### config.mk
export PLATFORM = sky130hd
export DESIGN_NAME = servo_bus_response_parser
export DESIGN_NICKNAME = d
export VERILOG_FILES = /design/src/hw/rtl/sbrp_pkg.sv /design/src/hw/rtl/sbrp_frame_fsm.sv /design/src/hw/rtl/servo_bus_response_parser.sv
export SDC_FILE = /design/constraint.sdc
export NUM_CORES = 1
export LEC_CHECK = 0
export BUFFER_PORTS_ARGS = -buffer_cell sky130_fd_sc_hd__buf_2
export CAP_MARGIN = 20
export CELL_PAD_IN_SITES_DETAIL_PLACEMENT = 0
export CELL_PAD_IN_SITES_GLOBAL_PLACEMENT = 2
export CORE_MARGIN = 1.5
export CORE_UTILIZATION = 39
export CTS_BUF_LIST = sky130_fd_sc_hd__clkbuf_2
export CTS_CLUSTER_DIAMETER = 120
export DETAILED_ROUTE_END_ITERATION = 7
export PLACE_DENSITY = 0.86
export RECOVER_POWER = 50
export SLEW_MARGIN = 40
export SYNTH_ARGS = -nofsm -noshare
export SYNTH_HDL_FRONTEND = slang
export SYNTH_SLANG_ARGS = --single-unit
export TNS_END_PERCENT = 50
### constraint.sdc
create_clock -name aclk -period 5.3 [get_ports aclk]
set_input_delay 0.53 -clock aclk [delete_from_list [all_inputs] [get_ports aclk]]
set_output_delay 0.53 -clock aclk [all_outputs]
set_load 0.005 [all_outputs]
### src/hw/rtl/sbrp_pkg.sv
// Shared types, codes and constants for the servo bus response parser.
package sbrp_pkg;

    localparam int MAX_PAYLOAD   = 4;
    localparam int PACK_BYTES    = (MAX_PAYLOAD < 4) ? MAX_PAYLOAD : 4;
    localparam int STORE_IDX_W   = (MAX_PAYLOAD > 1) ? $clog2(MAX_PAYLOAD) : 1;
    localparam int IDX_W         = 3;
    localparam int TICK_W        = 24;
    localparam int CFG_IDX_W     = 3;
    localparam int CFG_DATA_W    = 24;

    localparam logic [7:0]        BUS_HEADER = 8'h55;
    localparam logic [7:0]        BYTE_MASK  = 8'hff;
    localparam logic [TICK_W-1:0] TICK_MAX   = {TICK_W{1'b1}};

    typedef enum logic [1:0] {
        OP_BYTE  = 2'd0,
        OP_TICK  = 2'd1,
        OP_START = 2'd2,
        OP_NONE  = 2'd3
    } op_t;

    typedef enum logic [1:0] {
        ST_OK      = 2'd0,
        ST_CSUM    = 2'd1,
        ST_TIMEOUT = 2'd2
    } status_t;

    typedef enum logic [CFG_IDX_W-1:0] {
        CFG_ID      = 3'd0,
        CFG_LENGTH  = 3'd1,
        CFG_COMMAND = 3'd2,
        CFG_TIMEOUT = 3'd3
    } cfg_idx_t;

    typedef enum logic [3:0] {
        PH_IDLE = 4'd0,
        PH_HDR1 = 4'd1,
        PH_HDR2 = 4'd2,
        PH_ID   = 4'd3,
        PH_LEN  = 4'd4,
        PH_CMD  = 4'd5,
        PH_DATA = 4'd6,
        PH_CSUM = 4'd7
    } phase_t;

    typedef struct packed {
        logic [7:0]        id;
        logic [2:0]        length;
        logic [7:0]        command;
        logic [TICK_W-1:0] timeout;
    } cfg_t;

    typedef struct packed {
        logic        valid;
        status_t     status;
        logic [31:0] payload;
    } result_t;

    // Payload byte count: length minus three, floored at zero, capped at MAX_PAYLOAD.
    function automatic logic [IDX_W-1:0] payload_count(input logic [2:0] len);
        logic [IDX_W-1:0] n;
        n = (len >= 3'd3) ? IDX_W'(len - 3'd3) : '0;
        if (int'(n) > MAX_PAYLOAD)
            n = IDX_W'(MAX_PAYLOAD);
        return n;
    endfunction

endpackage

### src/hw/rtl/sbrp_frame_fsm.sv
// Frame state machine: header hunt, field match, payload capture, checksum and timeout.
module sbrp_frame_fsm (
    input  logic                 aclk,
    input  logic                 aresetn,
    input  logic                 item_valid,
    input  sbrp_pkg::op_t        op,
    input  logic [7:0]           rx_byte,
    input  sbrp_pkg::cfg_t       cfg,
    output sbrp_pkg::result_t    res,
    output logic                 awaiting
);
    import sbrp_pkg::*;

    phase_t            phase_reg,  phase_next;
    logic [IDX_W-1:0]  index_reg,  index_next;
    logic [7:0]        sum_reg,    sum_next;
    logic [TICK_W-1:0] tick_reg,   tick_next;
    logic [7:0]        store_reg [MAX_PAYLOAD];
    logic              store_we;
    logic [TICK_W-1:0] tick_inc;
    logic [IDX_W-1:0]  pcnt;
    logic [IDX_W-1:0]  index_inc;
    logic [31:0]       packed_payload;

    assign pcnt      = payload_count(cfg.length);
    assign tick_inc  = (tick_reg < TICK_MAX) ? tick_reg + 1'b1 : tick_reg;
    assign index_inc = index_reg + 1'b1;
    assign awaiting  = (phase_reg != PH_IDLE);

    always_comb begin
        packed_payload = '0;
        for (int i = 0; i < PACK_BYTES; i++) begin
            if (IDX_W'(i) < pcnt)
                packed_payload[8*i +: 8] = store_reg[i];
        end
    end

    always_comb begin
        phase_next  = phase_reg;
        index_next  = index_reg;
        sum_next    = sum_reg;
        tick_next   = tick_reg;
        store_we    = 1'b0;
        res         = '0;
        res.status  = ST_OK;
        if (op == OP_START) begin
            phase_next = PH_HDR1;
            index_next = '0;
            sum_next   = '0;
            tick_next  = '0;
        end else if (phase_reg != PH_IDLE) begin
            if (op == OP_TICK) begin
                tick_next = tick_inc;
                if (tick_inc > cfg.timeout) begin
                    phase_next = PH_IDLE;
                    res.valid  = 1'b1;
                    res.status = ST_TIMEOUT;
                end
            end else if (op == OP_BYTE) begin
                case (phase_reg)
                    PH_HDR1: begin
                        if (rx_byte == BUS_HEADER)
                            phase_next = PH_HDR2;
                    end
                    PH_HDR2: begin
                        phase_next = (rx_byte == BUS_HEADER) ? PH_ID : PH_HDR1;
                    end
                    PH_ID: begin
                        if (rx_byte == cfg.id) begin
                            sum_next   = rx_byte;
                            phase_next = PH_LEN;
                        end else begin
                            phase_next = PH_HDR1;
                        end
                    end
                    PH_LEN: begin
                        if (rx_byte == {5'd0, cfg.length}) begin
                            sum_next   = sum_reg + rx_byte;
                            phase_next = PH_CMD;
                        end else begin
                            phase_next = PH_HDR1;
                        end
                    end
                    PH_CMD: begin
                        if (rx_byte == cfg.command) begin
                            sum_next   = sum_reg + rx_byte;
                            index_next = '0;
                            phase_next = (pcnt != '0) ? PH_DATA : PH_CSUM;
                        end else begin
                            phase_next = PH_HDR1;
                        end
                    end
                    PH_DATA: begin
                        store_we   = (int'(index_reg) < MAX_PAYLOAD);
                        sum_next   = sum_reg + rx_byte;
                        index_next = index_inc;
                        if (index_inc >= pcnt)
                            phase_next = PH_CSUM;
                    end
                    PH_CSUM: begin
                        phase_next = PH_IDLE;
                        res.valid  = 1'b1;
                        if (rx_byte == (~sum_reg & BYTE_MASK)) begin
                            res.status  = ST_OK;
                            res.payload = packed_payload;
                        end else begin
                            res.status  = ST_CSUM;
                        end
                    end
                    default: begin
                        phase_next = PH_IDLE;
                    end
                endcase
            end
        end
    end

    always_ff @(posedge aclk) begin
        if (!aresetn) begin
            phase_reg <= PH_IDLE;
            index_reg <= '0;
            sum_reg   <= '0;
            tick_reg  <= '0;
        end else if (item_valid) begin
            phase_reg <= phase_next;
            index_reg <= index_next;
            sum_reg   <= sum_next;
            tick_reg  <= tick_next;
        end
    end

    always_ff @(posedge aclk) begin
        if (item_valid && store_we)
            store_reg[index_reg[STORE_IDX_W-1:0]] <= rx_byte;
    end

endmodule

### src/hw/rtl/servo_bus_response_parser.sv
// Top level of the servo bus response parser: registers, handshakes and frame FSM.
//
//   channel  direction  handshake              payload
//   s_       in         s_valid / s_ready      s_operation[1:0], s_rx_byte[7:0]
//   m_       out        m_valid / m_ready      m_status[1:0], m_payload[31:0]
//   cfg_     in         cfg_valid / cfg_ready  cfg_index[2:0], cfg_data[23:0]
//
// One beat per cycle sustained while no result waits untaken: a beat lands
// in the input register, is processed by the frame FSM once the output
// register can take a result, and its result (if any) is loaded there.
// The input register refills in the cycle it drains unless the output
// register holds an untaken result. Reset is synchronous on aresetn and
// clears control state and the configuration registers to their defaults.
module servo_bus_response_parser (
    input  logic                               aclk,
    input  logic                               aresetn,
    input  logic                               s_valid,
    output logic                               s_ready,
    input  logic [1:0]                         s_operation,
    input  logic [7:0]                         s_rx_byte,
    output logic                               m_valid,
    input  logic                               m_ready,
    output logic [1:0]                         m_status,
    output logic [31:0]                        m_payload,
    input  logic                               cfg_valid,
    output logic                               cfg_ready,
    input  logic [sbrp_pkg::CFG_IDX_W-1:0]     cfg_index,
    input  logic [sbrp_pkg::CFG_DATA_W-1:0]    cfg_data
);
    import sbrp_pkg::*;

    // Input register
    logic        in_valid_reg;
    op_t         in_op_reg;
    logic [7:0]  in_byte_reg;

    // Output register
    logic        out_valid_reg;
    status_t     out_status_reg;
    logic [31:0] out_payload_reg;

    cfg_t        cfg_reg;
    result_t     core_res;
    logic        core_awaiting;
    logic        advance;

    // Process the held beat when the output register can take a result.
    assign advance   = in_valid_reg && (!out_valid_reg || m_ready);
    assign s_ready   = !in_valid_reg || advance;
    assign cfg_ready = 1'b1;

    assign m_valid   = out_valid_reg;
    assign m_status  = out_status_reg;
    assign m_payload = out_payload_reg;

    // Capture the input beat; drop the held one once it is processed.
    always_ff @(posedge aclk) begin
        if (!aresetn) begin
            in_valid_reg <= 1'b0;
        end else if (s_valid && s_ready) begin
            in_valid_reg <= 1'b1;
        end else if (advance) begin
            in_valid_reg <= 1'b0;
        end
    end

    always_ff @(posedge aclk) begin
        if (s_valid && s_ready) begin
            in_op_reg   <= op_t'(s_operation);
            in_byte_reg <= s_rx_byte;
        end
    end

    // Configuration writes take effect at once; unknown indexes are ignored.
    always_ff @(posedge aclk) begin
        if (!aresetn) begin
            cfg_reg.id      <= 8'd0;
            cfg_reg.length  <= 3'd3;
            cfg_reg.command <= 8'd0;
            cfg_reg.timeout <= TICK_W'(1000);
        end else if (cfg_valid && cfg_ready) begin
            case (cfg_idx_t'(cfg_index))
                CFG_ID:      cfg_reg.id      <= cfg_data[7:0];
                CFG_LENGTH:  cfg_reg.length  <= cfg_data[2:0];
                CFG_COMMAND: cfg_reg.command <= cfg_data[7:0];
                CFG_TIMEOUT: cfg_reg.timeout <= cfg_data[TICK_W-1:0];
                default: begin
                end
            endcase
        end
    end

    sbrp_frame_fsm u_fsm (
        .aclk       (aclk),
        .aresetn    (aresetn),
        .item_valid (advance),
        .op         (in_op_reg),
        .rx_byte    (in_byte_reg),
        .cfg        (cfg_reg),
        .res        (core_res),
        .awaiting   (core_awaiting)
    );

    // Load a result on advance; hold it until the sink takes the beat.
    always_ff @(posedge aclk) begin
        if (!aresetn) begin
            out_valid_reg <= 1'b0;
        end else if (advance && core_res.valid) begin
            out_valid_reg <= 1'b1;
        end else if (m_ready) begin
            out_valid_reg <= 1'b0;
        end
    end

    always_ff @(posedge aclk) begin
        if (advance && core_res.valid) begin
            out_status_reg  <= core_res.status;
            out_payload_reg <= core_res.payload;
        end
    end

`ifndef SYNTHESIS
    // Error and timeout results never carry payload bits.
    a_payload_zero: assert property (@(posedge aclk) disable iff (!aresetn)
        (m_valid && (m_status != ST_OK)) |-> (m_payload == 32'd0))
        else $error("non-ok result carries payload");

    // Input backpressure only arises from a held beat behind a stalled result.
    a_stall_cause: assert property (@(posedge aclk) disable iff (!aresetn)
        !s_ready |-> (in_valid_reg && m_valid && !m_ready))
        else $error("input stalled without a stalled result");

    // Every delivered result ends the reply.
    a_result_idles: assert property (@(posedge aclk) disable iff (!aresetn)
        (advance && core_res.valid) |=> !core_awaiting)
        else $error("fsm still awaiting after a result");
`endif

endmodule
==> summary.md <==
| Metric | Value |
|---|---|
| Clock Tree Buf Depth | `2` |
| Placed wire-length estimate after detailed placement | `13.5 mm` |
| Total Negative Setup Slacks | `0 ns` |
| Maximum number of pins on one net before global-route repair | `55` |
| Die Area | `0.0221 mm²` |
| Part of the Yosys area used for sequential elements | `47.8%` |
| Commonest cells after routing, fill and taps aside | `142 x sky130_fd_sc_hd__nand2_1, 83 x sky130_fd_sc_hd__dfxtp_1, 76 x sky130_fd_sc_hd__edfxtp_1` |
| Final setup vio count | `0` |
| Endpoints failing hold | `0` |
| Via count of the first global-routing pass | `5640` |
| Setup Skew | `0.0400 ns` |
| Hold Startpoint | `cfg_index[1]` |
| Top-level port count | `79` |
| Routability congestion estimate from global placement | `0.835` |
| Fin cells | `1228` |
| Post-layout utilization of the core | `45.0%` |
| Number of flops mapped to enable cells by yosys | `76` |
| Share of synthesized flip-flops with an asynchronous set or reset | `0%` |
| Worst hold path endpoint | `cfg_reg[37]$_SDFFE_PN0P_` |
| Outcome | `finished with violations` |
| Clock network fraction of design power | `31.1%` |
| Flip-flop count of the largest register, all copies and words added | `43` |
| Most common library cell in the layout ignoring fill and taps | `sky130_fd_sc_hd__nand2_1` |
| Crit path capture type | `register` |
| Max-slew violation count | `55` |
| Minimum period implied by the final worst setup slack | `4.43 ns` |
| Number of nets in the layout | `1026` |
| Avg Inst Size Synth | `9.83 µm²` |
| DRC violations left | `0` |
| Final worst path period share | `83.6%` |
| # placed instances | `1160` |
| Actual transition at the worst max-transition pin | `2.15 ns` |
| Largest fanout on the critical path | `34` |
| Cells taking the most area after synthesis | `sky130_fd_sc_hd__edfxtp_1 28%, sky130_fd_sc_hd__dfxtp_1 20%, sky130_fd_sc_hd__ha_1 6.7%, sky130_fd_sc_hd__nand2_1 6.5%, sky130_fd_sc_hd__xnor2_1 3.6%` |
| Die Ht | `149 µm` |
| Tot GR Track Use | `17.8%` |
| Cell leakage power | `0.00371 µW` |
| Peak VDD IR | `0.0977 mV` |
| Setup Fix Bufs, Post-CTS | `0` |
| Layout Cell Area excl Fill | `0.00941 mm²` |
| Count of distinct cell types in the synthesized netlist | `72` |
| Post-Syn Nets | `927` |
| Initial antenna violation count | `1` |
| Via-to-Cell Ratio | `4.98` |
| GRT overflow | `0` |
| CP Launch Type | `register` |
| Critical path class | `register to register` |
| Synthesis-to-layout area growth | `13.9%` |
| Post-Synthesis Cell Area | `0.00826 mm²` |
| Cell chain of the critical path | `and4_4 -> nand4_1 -> a311oi_2 -> and3_1 -> xor2_1 -> ha_1 -> nand4_1 -> nor4_1 -> nand2_1 -> a21oi_1 -> o21ai_0 -> nand2_1 -> and3_1 -> buf_4` |
| Worst hold path class | `input pin to register` |
| Worst setup path start | `u_fsm.tick_reg[3]$_SDFFE_PN0P_` |
| CTS tree | `done` |
| Worst r2r src | `u_fsm.tick_reg[3]$_SDFFE_PN0P_` |
| Critical path's top delay family | `simple AND/OR/NAND/NOR gates` |
| Starting utilization of the core area | `39.5%` |
| Crit Reg-Reg Endpoint | `m_payload[19]$_SDFFCE_PP0P_` |
| Share of final-layout standard cells stronger than drive strength 1 | `13.1%` |
| Number of DRC markers after the initial detailed-route iteration | `256` |
| Syn. warnings | `0` |
| Failing checks | `capacitance limit, slew limit` |
| Routed len/inst | `15.4 µm` |
| Number of cell instances on the worst register-to-register path | `14` |
| Placeable core region | `0.0209 mm²` |
| Cell with the largest stage delay on the worst path | `sky130_fd_sc_hd__a311oi_2` |
| Total wire length after detailed routing | `18.9 mm` |
| Worst stage delay on the critical path | `0.57 ns` |
| H-tree levels | `4` |
| Clock tree sinks | `159` |
| PostCTS Resize Cnt | `0` |
| Arr. time, crit path | `4.85 ns` |
| Post-DRT Antenna Nets | `0` |
| NetSw | `622 µW` |
| Post-synth top flop | `sky130_fd_sc_hd__dfxtp_1` |
| Register bit total from synthesis | `159` |
| Total design power | `2150 µW` |
| Max Freq | `226 MHz` |
| First-pass GRT wire length | `30.2 mm` |
| Clock-pin slew of the registers on the worst-case setup and hold paths | `0.27 ns` |
| Number of rows in the core area | `53` |
| Fraction of post-synthesis cell area in the top cell type by area | `27.6%` |
| Clock root buffer | `sky130_fd_sc_hd__clkbuf_2` |
| Number of maximum-capacitance violations | `1` |
| Floorplan die width | `149 µm` |
| Count of buffering cells on the critical path with inverters included | `1` |
| Placed standard-cell area | `0.00885 mm²` |
| Cell-internal power | `1530 µW` |
| Number of instances on the worst hold path | `4` |
| Number of input and output port buffers inserted | `77` |
| Power per Cell Area | `228 mW/mm²` |
| Seq pwr share | `62.0%` |
| Pre-Repair DR Iteration Count | `5` |
| Setup repair after global routing missed its margin | `no` |
| Synth area leader | `sky130_fd_sc_hd__edfxtp_1` |
| Count of mapped cells out of synthesis | `840` |
| Combinational share of power | `6.9%` |
| Detailed-route via count | `6119` |
| Max_slew headroom | `-43.6%` |
| Crit path required time | `5.72 ns` |
| Switching part of the total | `29.0%` |
| Worst reg2reg setup slack | `0.87 ns` |
| CTS buffer count | `17` |
| Source-to-sink clock delay at the later pin of the worst-skew pair | `0.76 ns` |
## power by group through the flow
stage               combinational, µW  clock (µW)  sequential [µW]
CTS                               150         689             1330
global placement                  129           0             1350
finish                            149         668             1330
floorplan                        94.0           0             1340
detailed placement                129           0             1350
global route                      167         742             1330
## final cells by class
type,instances,area (µm²)
timing repair buffer,115,734
antenna,1,2.50
sequential,159,3940
inverter,37,139
clock inverter,15,144
fill,2051,11500
multi-input combinational,609,4020
tap,275,344
clock buffer,17,85.1
## per-layer routing
layer,global-route usage [%],up-vias,wire (µm)
met5,0,-,0
met4,4.95,0,240
met3,3.10,18,656
met2,32.0,130,9550
met1,21.9,2817,8450
li1,-,3154,-
## cells by family (layout without fill, tap and decap cells)
| logic type | Yosys count | after routing | synth area share [%] |
|---|---|---|---|
| AND/OR/NAND/NOR | 337 | 337 | 22.0 |
| other | 1 | 2 | 0.0454 |
| XOR/XNOR | 47 | 47 | 4.98 |
| buffers and inverters | 72 | 184 | 3.70 |
| adder cells (fa/ha/maj) | 45 | 45 | 6.91 |
| AO/OA/AOI/OAI | 166 | 166 | 13.0 |
| multiplexers | 13 | 13 | 1.61 |
| flip-flops | 159 | 159 | 47.8 |
## worst register-to-register path: cells and delay by family (launching register included)
family | cells | cell delay (ns)
and+or+nand+nor | 8 | 1.79
AOI/OAI and AO/OA | 3 | 0.91
adders and majority gates | 1 | 0.19
xor gates and xnor gates | 1 | 0.28
buffers and inverters | 1 | 0.36
DFF | 1 | 0.56
## metrics by stage
| step | setup WS (ns) | hold WS, ns |
|---|---|---|
| 2_1_floorplan | 1.16 | 0.443 |
| 3_3_place_gp | 1.00 | 0.453 |
| 3_5_place_dp | 0.974 | 0.458 |
| 4_1_cts | 0.924 | 0.102 |
| 5_1_grt | 0.620 | 0.116 |
| 6_report | 0.869 | 0.157 |
## timing repair
action,in CTS,in global routing
endpoints found under the setup margin,0,0
hold buffers,35,0
endpoints found under the hold margin,48,0
## worst max path at each step
stage	end	slack, ns	cells past startpoint
after floorplan	m_payload[0]$_SDFFCE_PP0P_	1.16	14
after global placement	m_payload[28]$_SDFFCE_PP0P_	1.00	16
after detailed placement	m_payload[28]$_SDFFCE_PP0P_	0.97	16
after CTS	m_payload[18]$_SDFFCE_PP0P_	0.92	16
after global routing	m_payload[20]$_SDFFCE_PP0P_	0.62	14
final	m_payload[19]$_SDFFCE_PP0P_	0.87	14
## synthesized netlist by cell type, types with 7 or more instances
cell type / instances
sky130_fd_sc_hd__a21boi_0: 37
sky130_fd_sc_hd__a21oi_1: 32
sky130_fd_sc_hd__a31oi_1: 9
sky130_fd_sc_hd__and2_1: 41
sky130_fd_sc_hd__and3_1: 10
sky130_fd_sc_hd__buf_2: 13
sky130_fd_sc_hd__clkbuf_1: 19
sky130_fd_sc_hd__dfxtp_1: 83
sky130_fd_sc_hd__edfxtp_1: 76
sky130_fd_sc_hd__ha_1: 44
sky130_fd_sc_hd__inv_1: 37
sky130_fd_sc_hd__mux2i_1: 11
sky130_fd_sc_hd__nand2_1: 142
sky130_fd_sc_hd__nand2b_1: 9
sky130_fd_sc_hd__nand3_1: 14
sky130_fd_sc_hd__nand4_1: 16
sky130_fd_sc_hd__nor2_1: 35
sky130_fd_sc_hd__nor2b_1: 14
sky130_fd_sc_hd__nor3_1: 15
sky130_fd_sc_hd__o211ai_1: 7
sky130_fd_sc_hd__o21ai_0: 39
sky130_fd_sc_hd__xnor2_1: 34
sky130_fd_sc_hd__xor2_1: 13
No activity file was read; power rests on OpenSTA's default activity.
